--- src/design/sws_pkg.sv ---
package sws_pkg;

  // Store geometry and fraction width of the read position
  localparam int unsigned DELAY_DEPTH = 4096;  // power of two
  localparam int unsigned FRAC_BITS   = 8;
  localparam int unsigned ADDR_W      = $clog2(DELAY_DEPTH);
  localparam int unsigned POS_W       = ADDR_W + FRAC_BITS;

  // Field and register widths
  localparam int unsigned SAMPLE_W   = 24;
  localparam int unsigned DLEN_W     = 20;
  localparam int unsigned DAMP_W     = 16;
  localparam int unsigned STIFF_W    = 15;
  localparam int unsigned OFFS_W     = 12;
  localparam int unsigned OP_W       = 2;
  localparam int unsigned CFG_IDX_W  = 2;
  localparam int unsigned CFG_DATA_W = 20;

  // Width for clamping the delay length
  localparam int unsigned CMP_W = (POS_W > DLEN_W) ? POS_W : DLEN_W;

  // Shared multiplier operand widths
  localparam int unsigned MA_W      = SAMPLE_W + 1;
  localparam int unsigned COEF_W    = 17;
  localparam int unsigned PROD_W    = MA_W + COEF_W;
  localparam int unsigned Q15_SHIFT = 15;

  // Opcodes
  localparam logic [OP_W-1:0] OP_PROCESS = OP_W'(0);
  localparam logic [OP_W-1:0] OP_CLEAR   = OP_W'(1);
  localparam logic [OP_W-1:0] OP_LOAD    = OP_W'(2);

  // Register indexes
  localparam logic [CFG_IDX_W-1:0] CFG_DELAY_LENGTH   = CFG_IDX_W'(0);
  localparam logic [CFG_IDX_W-1:0] CFG_DAMPING_COEF   = CFG_IDX_W'(1);
  localparam logic [CFG_IDX_W-1:0] CFG_STIFFNESS_COEF = CFG_IDX_W'(2);

  // Register reset values and limits
  localparam logic [DLEN_W-1:0]  DLEN_RESET = DLEN_W'(27927);
  localparam logic [CMP_W-1:0]   DLEN_MIN   = CMP_W'(longint'(10) << FRAC_BITS);
  localparam logic [CMP_W-1:0]   DLEN_MAX   = CMP_W'(longint'(DELAY_DEPTH - 1) << FRAC_BITS);
  localparam logic [COEF_W-1:0]  Q15_ONE    = COEF_W'(32768);
  localparam logic [COEF_W-1:0]  FB_GAIN    = COEF_W'(32604);

  // Sequencer states
  typedef enum logic [3:0] {
    S_CLR,
    S_IDLE,
    S_I_MUL,
    S_I_ADD,
    S_L_MUL,
    S_L_ADD,
    S_A_MUL,
    S_A_ADD,
    S_B_MUL,
    S_B_ADD,
    S_W_MUL,
    S_W_ADD,
    S_RESULT
  } seq_state_e;

  typedef struct packed {
    logic [DLEN_W-1:0]  delay_length;
    logic [DAMP_W-1:0]  damping_coef;
    logic [STIFF_W-1:0] stiffness_coef;
  } cfg_t;

  typedef struct packed {
    logic                we;
    logic [ADDR_W-1:0]   waddr;
    logic [SAMPLE_W-1:0] wdata;
    logic                re;
    logic [ADDR_W-1:0]   raddr0;
    logic [ADDR_W-1:0]   raddr1;
  } ram_req_t;

  // result = sat(base + round(a * c >> shift)), shift is FRAC_BITS or 15
  typedef struct packed {
    logic [MA_W-1:0]     a;
    logic [COEF_W-1:0]   c;
    logic [SAMPLE_W-1:0] base;
    logic                frac_shift;
  } mac_op_t;

endpackage

--- src/design/sws_mac.sv ---
module sws_mac import sws_pkg::*; (
  input  logic                clk_i,
  input  logic                en_i,
  input  mac_op_t             op_i,
  output logic [SAMPLE_W-1:0] result_o
);

  localparam int unsigned SUM_W = PROD_W + 1;
  localparam logic signed [SUM_W-1:0] SAT_HI =
    {{(SUM_W-SAMPLE_W+1){1'b0}}, {(SAMPLE_W-1){1'b1}}};
  localparam logic signed [SUM_W-1:0] SAT_LO =
    {{(SUM_W-SAMPLE_W+1){1'b1}}, {(SAMPLE_W-1){1'b0}}};

  logic signed [PROD_W-1:0] prod_q;
  logic [SAMPLE_W-1:0]      base_q;
  logic                     frac_q;

  logic [PROD_W-1:0]        rnd;
  logic signed [PROD_W-1:0] rounded;
  logic signed [PROD_W-1:0] shifted;
  logic signed [SUM_W-1:0]  sum;

  // Multiply stage, product registered
  always_ff @(posedge clk_i) begin
    if (en_i) begin
      prod_q <= $signed(op_i.a) * $signed(op_i.c);
      base_q <= op_i.base;
      frac_q <= op_i.frac_shift;
    end
  end

  // Round half up, arithmetic shift, add base, saturate to 24 bits
  always_comb begin
    rnd     = frac_q ? (PROD_W'(1) << (FRAC_BITS - 1)) : (PROD_W'(1) << (Q15_SHIFT - 1));
    rounded = prod_q + $signed(rnd);
    shifted = frac_q ? (rounded >>> FRAC_BITS) : (rounded >>> Q15_SHIFT);
    sum     = $signed({shifted[PROD_W-1], shifted}) +
              $signed({{(SUM_W-SAMPLE_W){base_q[SAMPLE_W-1]}}, base_q});
    if (sum > SAT_HI) begin
      result_o = SAT_HI[SAMPLE_W-1:0];
    end else if (sum < SAT_LO) begin
      result_o = SAT_LO[SAMPLE_W-1:0];
    end else begin
      result_o = sum[SAMPLE_W-1:0];
    end
  end

endmodule

--- config.mk ---
export PLATFORM = sky130hd
export DESIGN_NAME = sws_mac
export DESIGN_NICKNAME = d
export VERILOG_FILES = /design/src/design/sws_pkg.sv /design/src/design/sws_mac.sv
export SDC_FILE = /design/constraint.sdc
export NUM_CORES = 1
export LEC_CHECK = 0
export BUFFER_PORTS_ARGS = -buffer_cell sky130_fd_sc_hd__buf_2
export CAP_MARGIN = 20
export CORE_MARGIN = 8
export CORE_UTILIZATION = 36
export CTS_CLUSTER_DIAMETER = 50
export DETAILED_ROUTE_END_ITERATION = 10
export PLACE_DENSITY = 0.54
export SYNTH_ARGS = -nofsm -noshare
export SYNTH_HDL_FRONTEND = slang
export SYNTH_SLANG_ARGS = --single-unit
--- constraint.sdc ---
create_clock -name clk_i -period 7.5 [get_ports clk_i]
set_input_delay 0.75 -clock clk_i [delete_from_list [all_inputs] [get_ports clk_i]]
set_output_delay 0.75 -clock clk_i [all_outputs]
set_load 0.01 [all_outputs]
### After elaboration in Yosys (flattened, before gate mapping)

Index checks and enable logic that the tools add are counted.

| storage, ports and cells | value |
|---|---|
| register bits after elaboration | 67 |
| bits of input ports | 69 |
| output and inout bits | 24 |
| logic and storage cells | 12 |

| cells by class | value |
|---|---|
| add/subtract/negate cells | 2 |
| $mul | 1 |
| magnitude comparators | 2 |
| mux-type cells | 4 |

Operators with widths:

| cell | count |
|---|---|
| 24-bit 2-to-1 mux | 2 |
| 42-bit by 16-bit adder with 42-bit output | 1 |
| 25-bit by 17-bit multiplier with 42-bit output | 1 |
| 34-bit by 24-bit adder with 35-bit output | 1 |
| 35-bit by 24-bit > comparator with 1-bit output (second input constant) | 1 |
| 35-bit by 24-bit less-than comparator with 1-bit output (second input constant) | 1 |
| 33-bit 2-to-1 mux | 1 |
| 15-bit 2-to-1 mux | 1 |

### Logic depth before layout (Yosys ltp)

| logic depth | value |
|---|---|
| depth in word-level cells | 7 |
| gate-level depth with buffers | 25 |
| mapped depth without buffers | 24 |

### Worst setup path after synthesis

Ideal clock, no wire load.

| path | value |
|---|---|
| path type | in2reg |
| from | in op_i[56] in the netlist's numbering |
| to | reg prod_q[33], data pin |
| setup time | 260 ps |
| arrival time | 6,448 ps |
| data required time | 7,240 ps |
| setup slack | 792 ps |
| cell stages on the path | 23 |
| path buffers | 1 |
| path through | clkbuf_1 -> nand2_1 -> fa_1 -> inv_1 -> fa_1 -> inv_1 -> fa_1 -> inv_1 -> fa_1 -> fa_1 -> inv_1 -> fa_1 -> inv_1 -> ha_1 -> nand4_1 -> or3_1 -> o21ai_1 -> a211oi_2 -> o211ai_1 -> a21oi_1 -> o32a_1 -> nor2b_1 -> xnor2_1 |

| on the way | value |
|---|---|
| longest elaborated chain between the ends | 1 |

Ends and longest elaborated chain:

| element | line | text |
|---|---|---|
| start: declaration | sws_mac.sv:4 | `input mac_op_t op_i,` |
| 25-bit by 17-bit multiplier with 42-bit output | sws_mac.sv:26 | `prod_q <= $signed(op_i.a) * $signed(op_i.c);` |
| end signal: assignment | sws_mac.sv:26 |  |
| end: declaration | sws_mac.sv:14 | `logic signed [PROD_W-1:0] prod_q;` |

Every way passes these cells.
A chain may end at the register's enable or synchronous reset.

### Worst setup path in the final report

| path | value |
|---|---|
| from | in op_i[27] in the netlist's numbering |
| to | reg prod_q[33], data pin |

The elaborated chain is that of the path after synthesis.

==> flow_summary.json <==
{
  "rsz0062_at_grt": "no",
  "initial_utilization_pct": 36.24,
  "grt_pass1_wl_um": 83570,
  "fp.dieH_um": 248.1,
  "cts_setup_buffers": 0,
  "finalNonFillerCells": 2829,
  "syn-num-nets": 2685,
  "die_area_um2": 61540,
  "synth_cell_types": 76,
  "grt_max_degree": 61,
  "status": "finished, final reports clean",
  "required_ns": 7.58,
  "cts_root_buf": "clkbuf_16",
  "cp-start-kind": "input pin",
  "path_clk_slew_ns": 0.06,
  "min_from": "op_i[22]",
  "cp_slowest_stage_delay_ns": 0.55,
  "io_pins": 93,
  "placedCellCount": 2812,
  "cts_buffers": 9,
  "cts_tree": "built",
  "crit_type": "input pin to flop",
  "postSynthAreaPerCell_um2": 9.389,
  "async_flop_share_pct": 0,
  "layout_min_cycle_time_ns": 6.957,
  "wl_per_cell_um": 18.12,
  "grt-ovfl-total": 0,
  "min_period_over_period_pct": 92.75,
  "arrival_ns": 7.03,
  "hold_viol_final": 0,
  "dr.pass1.iters": 5,
  "setup_ws_ns": 0.5434,
  "grt_pass1_vias": 15240,
  "setup.worst_path.end_class": "flop",
  "hold_path_class": "input pin to flop",
  "ys_seq_elements": 60,
  "max_freq_mhz": 143.7,
  "fp-row-count": 85,
  "crit_slowest_cell": "fa_1",
  "drt_iter0_drc": 813,
  "cts_hold_buf": 0,
  "post-place-ws_ns": 0.2272,
  "die_w_um": 248.1,
  "io_buffers": 92,
  "fillers": 5396,
  "report.final.slew_viol_count": 0,
  "h-tree-depth": 3,
  "post_route_cells_drive_above_1_share_pct": 8.818,
  "cts_resized": 0,
  "grtUsageTotal_pct": 17.33,
  "clockBufferDepth": 2,
  "synth_warnings": 0,
  "worstPathMaxFanout": 19,
  "holdPathEnd": "base_q[21]",
  "synth_area_um2": 19390,
  "cpMostUsedCell": "fa_1",
  "nets": 2748,
  "antenna_found_initial": 1,
  "hold_path_depth": 1,
  "core_area_um2": 53500,
  "multi_input_area_um2": 15570,
  "drc": 0,
  "seqCellArea_um2": 1802,
  "wirelength_um": 51270,
  "place_congestion": 0.8656,
  "viasPerCell": 4.875,
  "ant_nets": 0,
  "yosysSeqAreaShare_pct": 9.293,
  "synth_cells": 2065,
  "syn_to_final_growth_pct": 8.092,
  "hpwlAfterDp_um": 42480,
  "vias": 13790,
  "synth_edf_count": 60,
  "ys.flop_type": "edfxtp_1",
  "path_cells": "buf_2 > nand2_1 > fa_1 > fa_1 > inv_1 > fa_1 > inv_1 > fa_1 > inv_1 > fa_1 > inv_1 > fa_1 > inv_1 > ha_1 > nand4_1 > or3_1 > o21ai_1 > a211oi_2 > o211ai_1 > a21oi_1 > o32a_1 > nor2b_1 > xnor2_1",
  "fin_tns_setup_ns": 0,
  "relSlewSlack_pct": 47.44,
  "cap_violations": 0,
  "clock-sinks": 60,
  "worst_slew_pin_slew_ns": 0.7884,
  "setup_viol": 0
}
==> kinds of logic after synthesis <==
family                   Yosys count  share of synthesized area (%)
AND/OR/NAND/NOR                  602                          15.33
XOR/XNOR                         104                          4.737
adder cells (fa/ha/maj)          551                          51.66
flip-flops                        60                          9.293
buffers and inverters            523                          10.39
AO/OA/AOI/OAI                    201                          7.350
multiplexers                      24                          1.239
==> final cells by class <==
type                    instances  area share (%)
diodes                          1         0.01194
clock buffers                  10           1.093
clock inverters                 5          0.2507
inverters                     447           8.006
multi-input cells            1482           74.30
flip-flops and latches         60           8.597
well taps                     696           4.155
repair buffers                128           3.582
==> cells in the mapped netlist (3+ instances only) <==
master      n  area (µm²)
nand3_1    32       160.2
buf_1       3       11.26
nand4_1    11       68.82
o211ai_1    4       30.03
and4_1      3       26.28
a211oi_1    4       30.03
xor2_1     49       429.2
nand2_1   252       945.9
and3_1      9       56.30
edfxtp_1   60        1802
o21ai_0    24       120.1
o21ai_1     8       40.04
clkbuf_1   62       232.7
nand2b_1   10       62.56
and2_1    190        1189
a31oi_1     7       43.79
ha_1      135        1689
inv_1     445        1670
mux2i_1    24       240.2
nor2b_1     6       37.54
a21oi_1    59       295.3
nor3_1     10       50.05
buf_2       7       35.03
nor4_2      3       37.54
nor2_1     61       229.0
fa_1      416        8328
or3_1       7       43.79
a21o_1     21       157.7
o21ai_2    22       192.7
a211oi_2    3       37.54
o21a_1      8       60.06
xnor2_1    54       473.0
o21bai_1    6       45.04
==> per-layer routing <==
| layer | GRT usage [%] | share of wire, % |
|---|---|---|
| met5 | 0 | 0 |
| met4 | 2.874 | 1.1 |
| met2 | 28.59 | 46 |
| met3 | 2.176 | 6.1 |
| met1 | 24.58 | 47 |
==> how the worst max path moves through the flow <==
stage / startpoint / to / slack (ns) / cells past startpoint
2_1_floorplan: op_i[56] / prod_q[33] / 0.79 / 23
3_3_place_gp: op_i[27] / prod_q[33] / 0.28 / 23
3_5_place_dp: op_i[27] / prod_q[33] / 0.23 / 23
4_1_cts: frac_q / result_o[4] / 0.26 / 23
5_1_grt: frac_q / result_o[2] / 0.14 / 24
6_report: op_i[27] / prod_q[33] / 0.54 / 23
==> per-stage QoR <==
step	util [%]	cell area, µm²	hold slack [ns]
floorplan	-	19390	0.8489
global placement	38.59	20650	0.9288
detailed placement	38.59	20650	0.9286
CTS	39.12	20930	0.5634
global route	39.18	20960	0.5679
finish	39.18	20960	0.5831
==> critical path: cells and delay by family <==
kind	cells	cell delay [ns]
fa+ha+maj	7	3.41
buf+inv	6	0.63
compound gates	5	1.31
simple gates	4	0.82
xor+xnor	1	0.12
==> placed cells by master, fill, tap and decap left out, types with 9 or more instances in the layout <==
| cell type | synthesis | layout |
|---|---|---|
| nand2b_1 | 10 | 10 |
| buf_2 | 7 | 92 |
| mux2i_1 | 24 | 24 |
| nor2_1 | 61 | 61 |
| and2_1 | 190 | 190 |
| nor3_1 | 10 | 10 |
| ha_1 | 135 | 135 |
| buf_4 | 0 | 35 |
| clkbuf_16 | 0 | 9 |
| edfxtp_1 | 60 | 60 |
| fa_1 | 416 | 416 |
| a21oi_1 | 59 | 59 |
| nand3_1 | 32 | 32 |
| o21ai_0 | 24 | 24 |
| xnor2_1 | 54 | 54 |
| nand4_1 | 11 | 11 |
| o21ai_2 | 22 | 22 |
| a21o_1 | 21 | 21 |
| nand2_1 | 252 | 252 |
| xor2_1 | 49 | 49 |
| and3_1 | 9 | 9 |
| inv_1 | 445 | 445 |
==> state kept, by name, summed over array words and instances, names as in the netlist <==
signal / count
prod_q: 35
base_q: 24
frac_q: 1
Power is not shown: default switching activity piles up to over one toggle a cycle in this logic, so the estimate is an artifact.
