[src/design/sws_pkg.sv]
package sws_pkg;

  // Store geometry and fraction width of the read position
  localparam int unsigned DELAY_DEPTH = 4096;  // power of two
  localparam int unsigned FRAC_BITS   = 8;
  localparam int unsigned ADDR_W      = $clog2(DELAY_DEPTH);
  localparam int unsigned POS_W       = ADDR_W + FRAC_BITS;

  // Field and register widths
  localparam int unsigned SAMPLE_W   = 24;
  localparam int unsigned DLEN_W     = 20;
  localparam int unsigned DAMP_W     = 16;
  localparam int unsigned STIFF_W    = 15;
  localparam int unsigned OFFS_W     = 12;
  localparam int unsigned OP_W       = 2;
  localparam int unsigned CFG_IDX_W  = 2;
  localparam int unsigned CFG_DATA_W = 20;

  // Width for clamping the delay length
  localparam int unsigned CMP_W = (POS_W > DLEN_W) ? POS_W : DLEN_W;

  // Shared multiplier operand widths
  localparam int unsigned MA_W      = SAMPLE_W + 1;
  localparam int unsigned COEF_W    = 17;
  localparam int unsigned PROD_W    = MA_W + COEF_W;
  localparam int unsigned Q15_SHIFT = 15;

  // Opcodes
  localparam logic [OP_W-1:0] OP_PROCESS = OP_W'(0);
  localparam logic [OP_W-1:0] OP_CLEAR   = OP_W'(1);
  localparam logic [OP_W-1:0] OP_LOAD    = OP_W'(2);

  // Register indexes
  localparam logic [CFG_IDX_W-1:0] CFG_DELAY_LENGTH   = CFG_IDX_W'(0);
  localparam logic [CFG_IDX_W-1:0] CFG_DAMPING_COEF   = CFG_IDX_W'(1);
  localparam logic [CFG_IDX_W-1:0] CFG_STIFFNESS_COEF = CFG_IDX_W'(2);

  // Register reset values and limits
  localparam logic [DLEN_W-1:0]  DLEN_RESET = DLEN_W'(27927);
  localparam logic [CMP_W-1:0]   DLEN_MIN   = CMP_W'(longint'(10) << FRAC_BITS);
  localparam logic [CMP_W-1:0]   DLEN_MAX   = CMP_W'(longint'(DELAY_DEPTH - 1) << FRAC_BITS);
  localparam logic [COEF_W-1:0]  Q15_ONE    = COEF_W'(32768);
  localparam logic [COEF_W-1:0]  FB_GAIN    = COEF_W'(32604);

  // Sequencer states
  typedef enum logic [3:0] {
    S_CLR,
    S_IDLE,
    S_I_MUL,
    S_I_ADD,
    S_L_MUL,
    S_L_ADD,
    S_A_MUL,
    S_A_ADD,
    S_B_MUL,
    S_B_ADD,
    S_W_MUL,
    S_W_ADD,
    S_RESULT
  } seq_state_e;

  typedef struct packed {
    logic [DLEN_W-1:0]  delay_length;
    logic [DAMP_W-1:0]  damping_coef;
    logic [STIFF_W-1:0] stiffness_coef;
  } cfg_t;

  typedef struct packed {
    logic                we;
    logic [ADDR_W-1:0]   waddr;
    logic [SAMPLE_W-1:0] wdata;
    logic                re;
    logic [ADDR_W-1:0]   raddr0;
    logic [ADDR_W-1:0]   raddr1;
  } ram_req_t;

  // result = sat(base + round(a * c >> shift)), shift is FRAC_BITS or 15
  typedef struct packed {
    logic [MA_W-1:0]     a;
    logic [COEF_W-1:0]   c;
    logic [SAMPLE_W-1:0] base;
    logic                frac_shift;
  } mac_op_t;

endpackage

[src/design/sws_seq.sv]
module sws_seq import sws_pkg::*; (
  input  logic                clk_i,
  input  logic                rst_ni,
  input  cfg_t                cfg_i,
  input  logic                in_valid_i,
  output logic                in_stall_o,
  input  logic [OP_W-1:0]     opcode_i,
  input  logic [SAMPLE_W-1:0] sample_in_i,
  input  logic [OFFS_W-1:0]   load_offset_i,
  output ram_req_t            ram_req_o,
  input  logic [SAMPLE_W-1:0] rdata0_i,
  input  logic [SAMPLE_W-1:0] rdata1_i,
  output logic                mac_en_o,
  output mac_op_t             mac_op_o,
  input  logic [SAMPLE_W-1:0] mac_result_i,
  output logic                res_valid_o,
  input  logic                res_ready_i,
  output logic [SAMPLE_W-1:0] res_data_o
);

  seq_state_e state_q, state_d;

  logic [ADDR_W-1:0]   clr_cnt_q;
  logic                reply_q;
  logic [ADDR_W-1:0]   wp_q;
  logic [SAMPLE_W-1:0] lp_q;
  logic [SAMPLE_W-1:0] ap_q;
  logic [SAMPLE_W-1:0] v_q;
  logic [SAMPLE_W-1:0] y_q;
  logic [SAMPLE_W-1:0] t_q;
  logic [SAMPLE_W-1:0] x_q;
  logic [SAMPLE_W-1:0] res_q;

  logic                in_acc;
  logic [CMP_W-1:0]    dl_ext;
  logic [CMP_W-1:0]    dl_clamp;
  logic [POS_W-1:0]    rd_pos;
  logic [FRAC_BITS-1:0] frac;
  logic [COEF_W-1:0]   damp;
  logic [COEF_W-1:0]   stiff;

  assign in_stall_o  = (state_q != S_IDLE);
  assign in_acc      = in_valid_i && !in_stall_o;
  assign res_valid_o = (state_q == S_RESULT);
  assign res_data_o  = res_q;

  // Read position: clamped delay behind the write pointer, wraps naturally
  always_comb begin
    dl_ext = CMP_W'(cfg_i.delay_length);
    if (dl_ext < DLEN_MIN) begin
      dl_clamp = DLEN_MIN;
    end else if (dl_ext > DLEN_MAX) begin
      dl_clamp = DLEN_MAX;
    end else begin
      dl_clamp = dl_ext;
    end
    rd_pos = {wp_q, {FRAC_BITS{1'b0}}} - dl_clamp[POS_W-1:0];
    frac   = rd_pos[FRAC_BITS-1:0];
  end

  // Coefficients; damping above one acts as one
  assign damp  = (COEF_W'(cfg_i.damping_coef) > Q15_ONE) ? Q15_ONE
                                                          : COEF_W'(cfg_i.damping_coef);
  assign stiff = COEF_W'(cfg_i.stiffness_coef);

  // Next state, memory and multiplier requests
  always_comb begin
    state_d              = state_q;
    ram_req_o            = '0;
    ram_req_o.raddr0     = rd_pos[POS_W-1:FRAC_BITS];
    ram_req_o.raddr1     = rd_pos[POS_W-1:FRAC_BITS] + ADDR_W'(1);
    mac_en_o             = 1'b0;
    mac_op_o             = '0;
    case (state_q)
      S_CLR: begin
        ram_req_o.we    = 1'b1;
        ram_req_o.waddr = clr_cnt_q;
        ram_req_o.wdata = '0;
        if (clr_cnt_q == ADDR_W'(DELAY_DEPTH - 1)) begin
          state_d = reply_q ? S_RESULT : S_IDLE;
        end
      end
      S_IDLE: begin
        if (in_acc) begin
          case (opcode_i)
            OP_PROCESS: begin
              ram_req_o.re = 1'b1;
              state_d      = S_I_MUL;
            end
            OP_CLEAR: begin
              state_d = S_CLR;
            end
            OP_LOAD: begin
              ram_req_o.we    = 1'b1;
              ram_req_o.waddr = wp_q + ADDR_W'(load_offset_i);
              ram_req_o.wdata = sample_in_i;
              state_d         = S_RESULT;
            end
            default: begin
              state_d = S_RESULT;
            end
          endcase
        end
      end
      // Interpolation: s0 + round((s1 - s0) * f)
      S_I_MUL: begin
        mac_en_o            = 1'b1;
        mac_op_o.a          = {rdata1_i[SAMPLE_W-1], rdata1_i} -
                              {rdata0_i[SAMPLE_W-1], rdata0_i};
        mac_op_o.c          = COEF_W'(frac);
        mac_op_o.base       = rdata0_i;
        mac_op_o.frac_shift = 1'b1;
        state_d             = S_I_ADD;
      end
      S_I_ADD: state_d = S_L_MUL;
      // One-pole lowpass
      S_L_MUL: begin
        mac_en_o      = 1'b1;
        mac_op_o.a    = {v_q[SAMPLE_W-1], v_q} - {lp_q[SAMPLE_W-1], lp_q};
        mac_op_o.c    = damp;
        mac_op_o.base = lp_q;
        state_d       = S_L_ADD;
      end
      S_L_ADD: state_d = (cfg_i.stiffness_coef != '0) ? S_A_MUL : S_W_MUL;
      // Allpass output: state - k * y
      S_A_MUL: begin
        mac_en_o      = 1'b1;
        mac_op_o.a    = {y_q[SAMPLE_W-1], y_q};
        mac_op_o.c    = -stiff;
        mac_op_o.base = ap_q;
        state_d       = S_A_ADD;
      end
      S_A_ADD: state_d = S_B_MUL;
      // Allpass state: y + k * ap
      S_B_MUL: begin
        mac_en_o      = 1'b1;
        mac_op_o.a    = {t_q[SAMPLE_W-1], t_q};
        mac_op_o.c    = stiff;
        mac_op_o.base = y_q;
        state_d       = S_B_ADD;
      end
      S_B_ADD: state_d = S_W_MUL;
      // Feedback: excitation + 0.995 * y
      S_W_MUL: begin
        mac_en_o      = 1'b1;
        mac_op_o.a    = {y_q[SAMPLE_W-1], y_q};
        mac_op_o.c    = FB_GAIN;
        mac_op_o.base = x_q;
        state_d       = S_W_ADD;
      end
      S_W_ADD: begin
        ram_req_o.we    = 1'b1;
        ram_req_o.waddr = wp_q;
        ram_req_o.wdata = mac_result_i;
        state_d         = S_RESULT;
      end
      S_RESULT: begin
        if (res_ready_i) begin
          state_d = S_IDLE;
        end
      end
      default: state_d = S_IDLE;
    endcase
  end

  // Control and string state; reset runs a clearing pass
  always_ff @(posedge clk_i or negedge rst_ni) begin
    if (!rst_ni) begin
      state_q   <= S_CLR;
      clr_cnt_q <= '0;
      reply_q   <= 1'b0;
      wp_q      <= '0;
      lp_q      <= '0;
      ap_q      <= '0;
    end else begin
      state_q <= state_d;
      case (state_q)
        S_IDLE: begin
          if (in_acc && (opcode_i == OP_CLEAR)) begin
            clr_cnt_q <= '0;
            reply_q   <= 1'b1;
          end
        end
        S_CLR: begin
          clr_cnt_q <= clr_cnt_q + ADDR_W'(1);
          wp_q      <= '0;
          lp_q      <= '0;
          ap_q      <= '0;
        end
        S_L_ADD: lp_q <= mac_result_i;
        S_B_ADD: ap_q <= mac_result_i;
        S_W_ADD: wp_q <= wp_q + ADDR_W'(1);
        default: ;
      endcase
    end
  end

  // Working values
  always_ff @(posedge clk_i) begin
    case (state_q)
      S_IDLE: begin
        if (in_acc) begin
          x_q   <= sample_in_i;
          res_q <= '0;
        end
      end
      S_I_ADD: v_q   <= mac_result_i;
      S_L_ADD: y_q   <= mac_result_i;
      S_A_ADD: t_q   <= mac_result_i;
      S_B_ADD: y_q   <= t_q;
      S_W_ADD: res_q <= y_q;
      default: ;
    endcase
  end

  // Clearing pass writes zeros every cycle
  a_clr_writes_zero: assert property (@(posedge clk_i) disable iff (!rst_ni)
    (state_q == S_CLR) |-> (ram_req_o.we && (ram_req_o.wdata == '0)))
    else $error("clearing pass not writing zero");

  // Pointer moves by one after each writeback
  a_wp_advance: assert property (@(posedge clk_i) disable iff (!rst_ni)
    (state_q == S_W_ADD) |=> (wp_q == $past(wp_q) + ADDR_W'(1)))
    else $error("write pointer did not advance");

  // Lowpass state only changes in its update step or on clear
  a_lp_hold: assert property (@(posedge clk_i) disable iff (!rst_ni)
    !((state_q == S_L_ADD) || (state_q == S_CLR)) |=> $stable(lp_q))
    else $error("lowpass state changed unexpectedly");

endmodule

[config.mk]
export PLATFORM = sky130hd
export DESIGN_NAME = sws_seq
export DESIGN_NICKNAME = d
export VERILOG_FILES = /design/src/design/sws_pkg.sv /design/src/design/sws_seq.sv
export SDC_FILE = /design/constraint.sdc
export NUM_CORES = 1
export LEC_CHECK = 0
export BUFFER_PORTS_ARGS = -buffer_cell sky130_fd_sc_hd__buf_2
export CORE_MARGIN = 2
export CORE_UTILIZATION = 59
export CTS_CLUSTER_SIZE = 8
export DETAILED_ROUTE_END_ITERATION = 7
export PLACE_DENSITY = 0.95
export SYNTH_ARGS = -nofsm -noshare
export SYNTH_HDL_FRONTEND = slang
export SYNTH_SLANG_ARGS = --single-unit
[constraint.sdc]
create_clock -name clk_i -period 6.8 [get_ports clk_i]
set_clock_uncertainty 0.05 [all_clocks]
set_input_delay 0.34 -clock clk_i [delete_from_list [all_inputs] [get_ports clk_i]]
set_output_delay 0.34 -clock clk_i [all_outputs]
set_load 0.01 [all_outputs]
; ---- Word-level counts from Yosys, hierarchy flattened
; Index checks and enable logic that the tools add are counted.
[totals]
wordCells = 86
input_bits = 165
romBits = 0
ram_bits = 0
mem_count = 0
out_inout_bits = 156
regBits = 197
latch_bits = 0
[classes]
muxes = 26
mul = 0
div = 0
shift = 0
n_lt_le_gt_ge = 3
n_reduce_logical = 18
add_sub_neg = 8
bitwise = 0
n_eq_ne = 20
[ops]
columns = cell, n
row1 = case mux 66 bit (5 select lines), 1
row2 = case mux 24 bit (2 select lines), 4
row3 = case mux 37 bit (3 select lines), 1
row4 = case mux 4 bit (13 select lines), 1
row5 = subtractor 24 x 24 -> 25 bit, 2
row6 = case mux 12 bit (2 select lines), 2
row7 = two-way mux 20 bit, 2
row8 = two-way mux 38 bit, 1
row9 = two-way mux 37 bit, 1
row10 = adder 12 x 1 -> 12 bit (second input constant), 3
row11 = two-way mux 24 bit, 1
row12 = == test 4 bit (second input constant), 5
row13 = greater-than comparator 20 bit (second input constant), 1
row14 = less-than comparator 20 x 12 -> 1 bit (second input constant), 1
row15 = two-way mux 4 bit, 5
row16 = subtractor 20 bit, 1
row17 = negator 15 -> 17 bit, 1
row18 = == test 4 x 3 -> 1 bit (second input constant), 4
row19 = greater-than comparator 16 bit (second input constant), 1
row20 = two-way mux 16 bit, 1
row21 = nonzero test 15 bit, 1
row22 = adder 12 bit, 1
row23 = == test 12 bit (second input constant), 1
row24 = two-way mux 12 bit, 1
row25 = other kinds (17), 32

; ---- Depth between registers and ports, before layout
[logic_depth]
ltp_word = 6
mapped_depth = 15
ltp_nobuf = 15

; ---- Least setup slack after synthesis
; No wires, ideal clock.
[synth_timing]
path_type = input to output
startpoint = in cfg_i[31] (netlist name)
endpoint = out ram_req_o[11] (netlist name)
slack_ns = 2.830
n_path_buf = 0
required_ns = 6.410
t_arrival_ns = 3.580
path_stages = 15
cell_sequence = nor4_1 -> nand3_1 -> a21oi_1 -> nand2_1 -> ha_1 -> nand2_1 -> nor2_1 -> a221oi_1 -> a31oi_1 -> a221o_1 -> a21o_1 -> a21oi_1 -> xnor2_1 -> nand4_1 -> xnor2_1
[synth_rtl]
columns = item, line_no
row1 = start: declaration, sws_seq.sv:4  ; input cfg_t cfg_i,
row2 = end: declaration, sws_seq.sv:10  ; output ram_req_t ram_req_o,

==> impl_metrics.env <==
export IMPL_globalRouteTotalUtil=0.3744
export IMPL_insertion_delay_ps=450
export IMPL_setup_repair_after_global_routing_missed_its_margin="false"
export IMPL_timing_critical_path_buf_inv=2
export IMPL_synth_seq_area_share=0.4223
export IMPL_run_status="finished, violations left"
export IMPL_final_period_demand_of_the_worst_path_ps=4690
export IMPL_post_drt_via_cell_ratio=6.901
export IMPL_ir_drop_mv=0.2188
export IMPL_synth_enable_flop_cells=120
export IMPL_dp_final_hpwl_um=31810
export IMPL_cts_resized=0
export IMPL_synth_seq_cells=197
export IMPL_cp_data_arrival_time_ps=4300
export IMPL_detailedRoute_firstIterationViolations=1831
export IMPL_ys_async_sr_fraction=0.3909
export IMPL_cts_sinks=197
export IMPL_start_kind="input port"
export IMPL_cpLargestDelayFamily="compound AO/OA/AOI/OAI gates"
export IMPL_slew_limit_headroom=0.2328
export IMPL_dominantRegCellSynth="edfxtp_1"
export IMPL_critical_path_max_stage_delay_ps=730
export IMPL_tritoncts="yes"
export IMPL_netlist_instances=1330
export IMPL_finalWirelength_um=45150
export IMPL_post_route_worst_setup_slack_ps=2110
export IMPL_yosys_area_top_type="edfxtp_1"
export IMPL_tritoncts_num_buffers=17
export IMPL_core_area_um2=21820
export IMPL_finalWeightedCongestion=0.9293
export IMPL_drc_errors=7
export IMPL_grt_start_max_net_pins=58
export IMPL_count_of_vias_placed_by_the_detailed_router=13300
export IMPL_cts_hold_buffers_added=1
export IMPL_rows=54
export IMPL_crit_path_start="cfg_i[31]"
export IMPL_synthesis_area_per_instance_um2=9.846
export IMPL_slew_violations=0
export IMPL_synthTopCellsByArea="edfxtp_1 28%, dfrtp_1 15%, ha_1 7.2%, a22o_1 4.9%, o21ai_0 3.6%"
export IMPL_final_instance_count_excl_fill=1927
export IMPL_achievable_frequency_mhz=213.2
export IMPL_ant_nets=0
export IMPL_synth_top_area_frac=0.2752
export IMPL_cell_internal_pwr_uw=3051
export IMPL_first_global_vias=12740
export IMPL_portbufs=320
export IMPL_yosys_warning_total=0
export IMPL_mappedNetlistArea_um2=13100
export IMPL_failing_checks="DRC"
export IMPL_critical_setup_path_class="in -> out"
export IMPL_setup_worst_path_end_class="output pin"
export IMPL_grt_antenna_before_repair=4
export IMPL_die_area_um2=23400
export IMPL_power_leakage_uw=0.007048
export IMPL_post_route_period_util=0.6897
export IMPL_tns_ps=0
export IMPL_initial_core_util=0.6000
export IMPL_post_route_cells_drive_above_1_share=0.2581
export IMPL_crit_chain="buf_2 > nor4_1 > nand3_1 > a21oi_1 > nand2_1 > ha_1 > nand2_1 > nor2_1 > a221oi_1 > a31oi_1 > a221o_1 > a21o_1 > a21oi_1 > xnor2_1 > nand4_1 > xnor2_1 > buf_2"
export IMPL_hold_viol_final=0
export IMPL_clkSlewWorstSetupHoldPaths_ps=80
export IMPL_ios=321
export IMPL_worst_slew_pin_slew_ps=1148
export IMPL_worstPathMaxFanout=6
export IMPL_max_clock_path_buffers=2
export IMPL_die_width_um=153.0
export IMPL_layout_nets=1873
export IMPL_dpl_worst_slack_ps=2220
export IMPL_power_combinational_fraction=0.487
export IMPL_cap_viol_max_count=0
export IMPL_dr_pass1_iters=8
export IMPL_crit_reg2reg_launch="state_q[0]"
export IMPL_yosys_cell_types_count=68
export IMPL_yosys_cell_count_top_type="edfxtp_1"
export IMPL_grt_overflow_total=0
export IMPL_cpMaxStageDelayCell="nor4_1"
export IMPL_htreeDepth=4
export IMPL_clockPowerShare=0.181
export IMPL_final_setup_viol_count=0
export IMPL_post_cts_setup_buffer_count=0
export IMPL_die_height_um=153.0
export IMPL_grt_pass1_wl_um=69390
export IMPL_pwr_density_cell_nw_per_um2=347.1
export IMPL_area_growth_synth_to_final_pct=19.39
export IMPL_net_switching_power_uw=2376
export IMPL_min_delay_path_class="in -> reg"
export IMPL_numPlacedInstances=1890
export IMPL_switching_share=0.4378
export IMPL_cts_root_buf="clkbuf_16"
export IMPL_share_seq_of_total_power=0.332
export IMPL_hold_path_startpoint="sample_in_i[11]"
export IMPL_nets_in_the_synthesized_netlist=1573
export IMPL_required_ps=6410
export IMPL_wl_per_cell_um=23.43
export IMPL_commonest_cells_in_the_netlist="120 x edfxtp_1, 95 x o21ai_0, 89 x inv_1"
per-stage QoR:
| step | utilization | hold WS [ps] | area [µm²] | power, µW |
|---|---|---|---|---|
| 2_1_floorplan | - | -5.591 | 13100 | 3339 |
| 3_3_place_gp | 0.6895 | 208.8 | 15050 | 4243 |
| 3_5_place_dp | 0.6895 | 217.5 | 15050 | 4340 |
| 4_1_cts | 0.7159 | 16.41 | 15620 | 5349 |
| 5_1_grt | 0.7163 | 12.48 | 15630 | 5678 |
| 6_report | 0.7164 | 19.75 | 15630 | 5427 |
logic make-up (layout without fill, tap and decap cells):
kind of cell,count (synthesis),count (layout),synth area share
AO/OA/AOI/OAI,455,455,0.2478
XOR/XNOR,75,75,0.05074
adder cells (fa/ha/maj),78,78,0.07625
buffers and inverters,150,463,0.04300
flip-flops,197,197,0.4223
multiplexers,31,31,0.02608
other,0,4,0
AND/OR/NAND/NOR,344,344,0.1339
sequential cells by signal, indices dropped and copies added (netlist names), 4 cells and up:
signal and count:
ap_q 24, lp_q 24, res_data_o 24, t_q 24, v_q 24, x_q 24, y_q 24, clr_cnt_q 12
wp_q 12, state_q 4
layer usage:
metal,global-route usage,wire [µm]
met3,0.07145,5304
met5,0,0
met1,0.4924,16610
met4,0.2068,2543
met2,0.5877,20700
path summary, 6_finish.rpt:
| kind | slack, ps | cells past startpoint | endpoint |
|---|---|---|---|
| min reg2reg | 460 | 1 | lp_q[20] |
| min | 20 | 1 | x_q[11] |
| max reg2reg | 3810 | 7 | wp_q[11] |
| max in group asynchronous | 5300 | 3 | lp_q[17] |
| max | 2110 | 17 | ram_req_o[11] |
| min in group asynchronous | 280 | 2 | ap_q[4] |
area by class of cell:
cell class	instances	area, µm²
repair buffers	341	1764
well taps	280	350.3
diodes	4	10.01
fillers	1550	6190
flip-flops and latches	197	5530
multi-input cells	983	7074
clock buffers	17	425.4
clock inverters	15	141.4
inverters	90	337.8
cell usage in the layout, fill, tap and decap left out, types with 6 or more instances in the layout:
master	synthesis	routed
or3_1	11	11
dfrtp_1	77	77
xnor2_1	40	40
inv_1	89	89
nand2_1	76	76
clkbuf_16	0	17
o211ai_1	21	21
o21bai_1	13	13
a31oi_1	11	11
nor3_1	23	20
buf_4	0	21
nand2b_1	15	15
ha_1	75	75
edfxtp_1	120	120
o31ai_1	9	9
nor2_2	0	6
nor4_1	8	8
a21o_1	24	24
mux2i_1	6	6
nand3_1	33	33
nand4_1	20	20
a21oi_1	65	63
a222oi_1	32	32
and3_1	17	17
xor2_1	34	34
o21ai_0	95	95
mux2_2	25	25
a22oi_1	53	53
buf_2	0	319
nor2_1	77	68
a221oi_1	12	12
and2_1	25	25
a22o_1	73	73
nor2b_1	12	12
power by group through the flow:
stage,Combinational [µW],Clock [µW],Sequential (µW)
finish,2640,980,1800
global route,2820,1030,1830
CTS,2580,982,1790
detailed placement,2530,0,1810
global placement,2450,0,1790
floorplan,1610,0,1720
(Power assumes the default switching activity.)
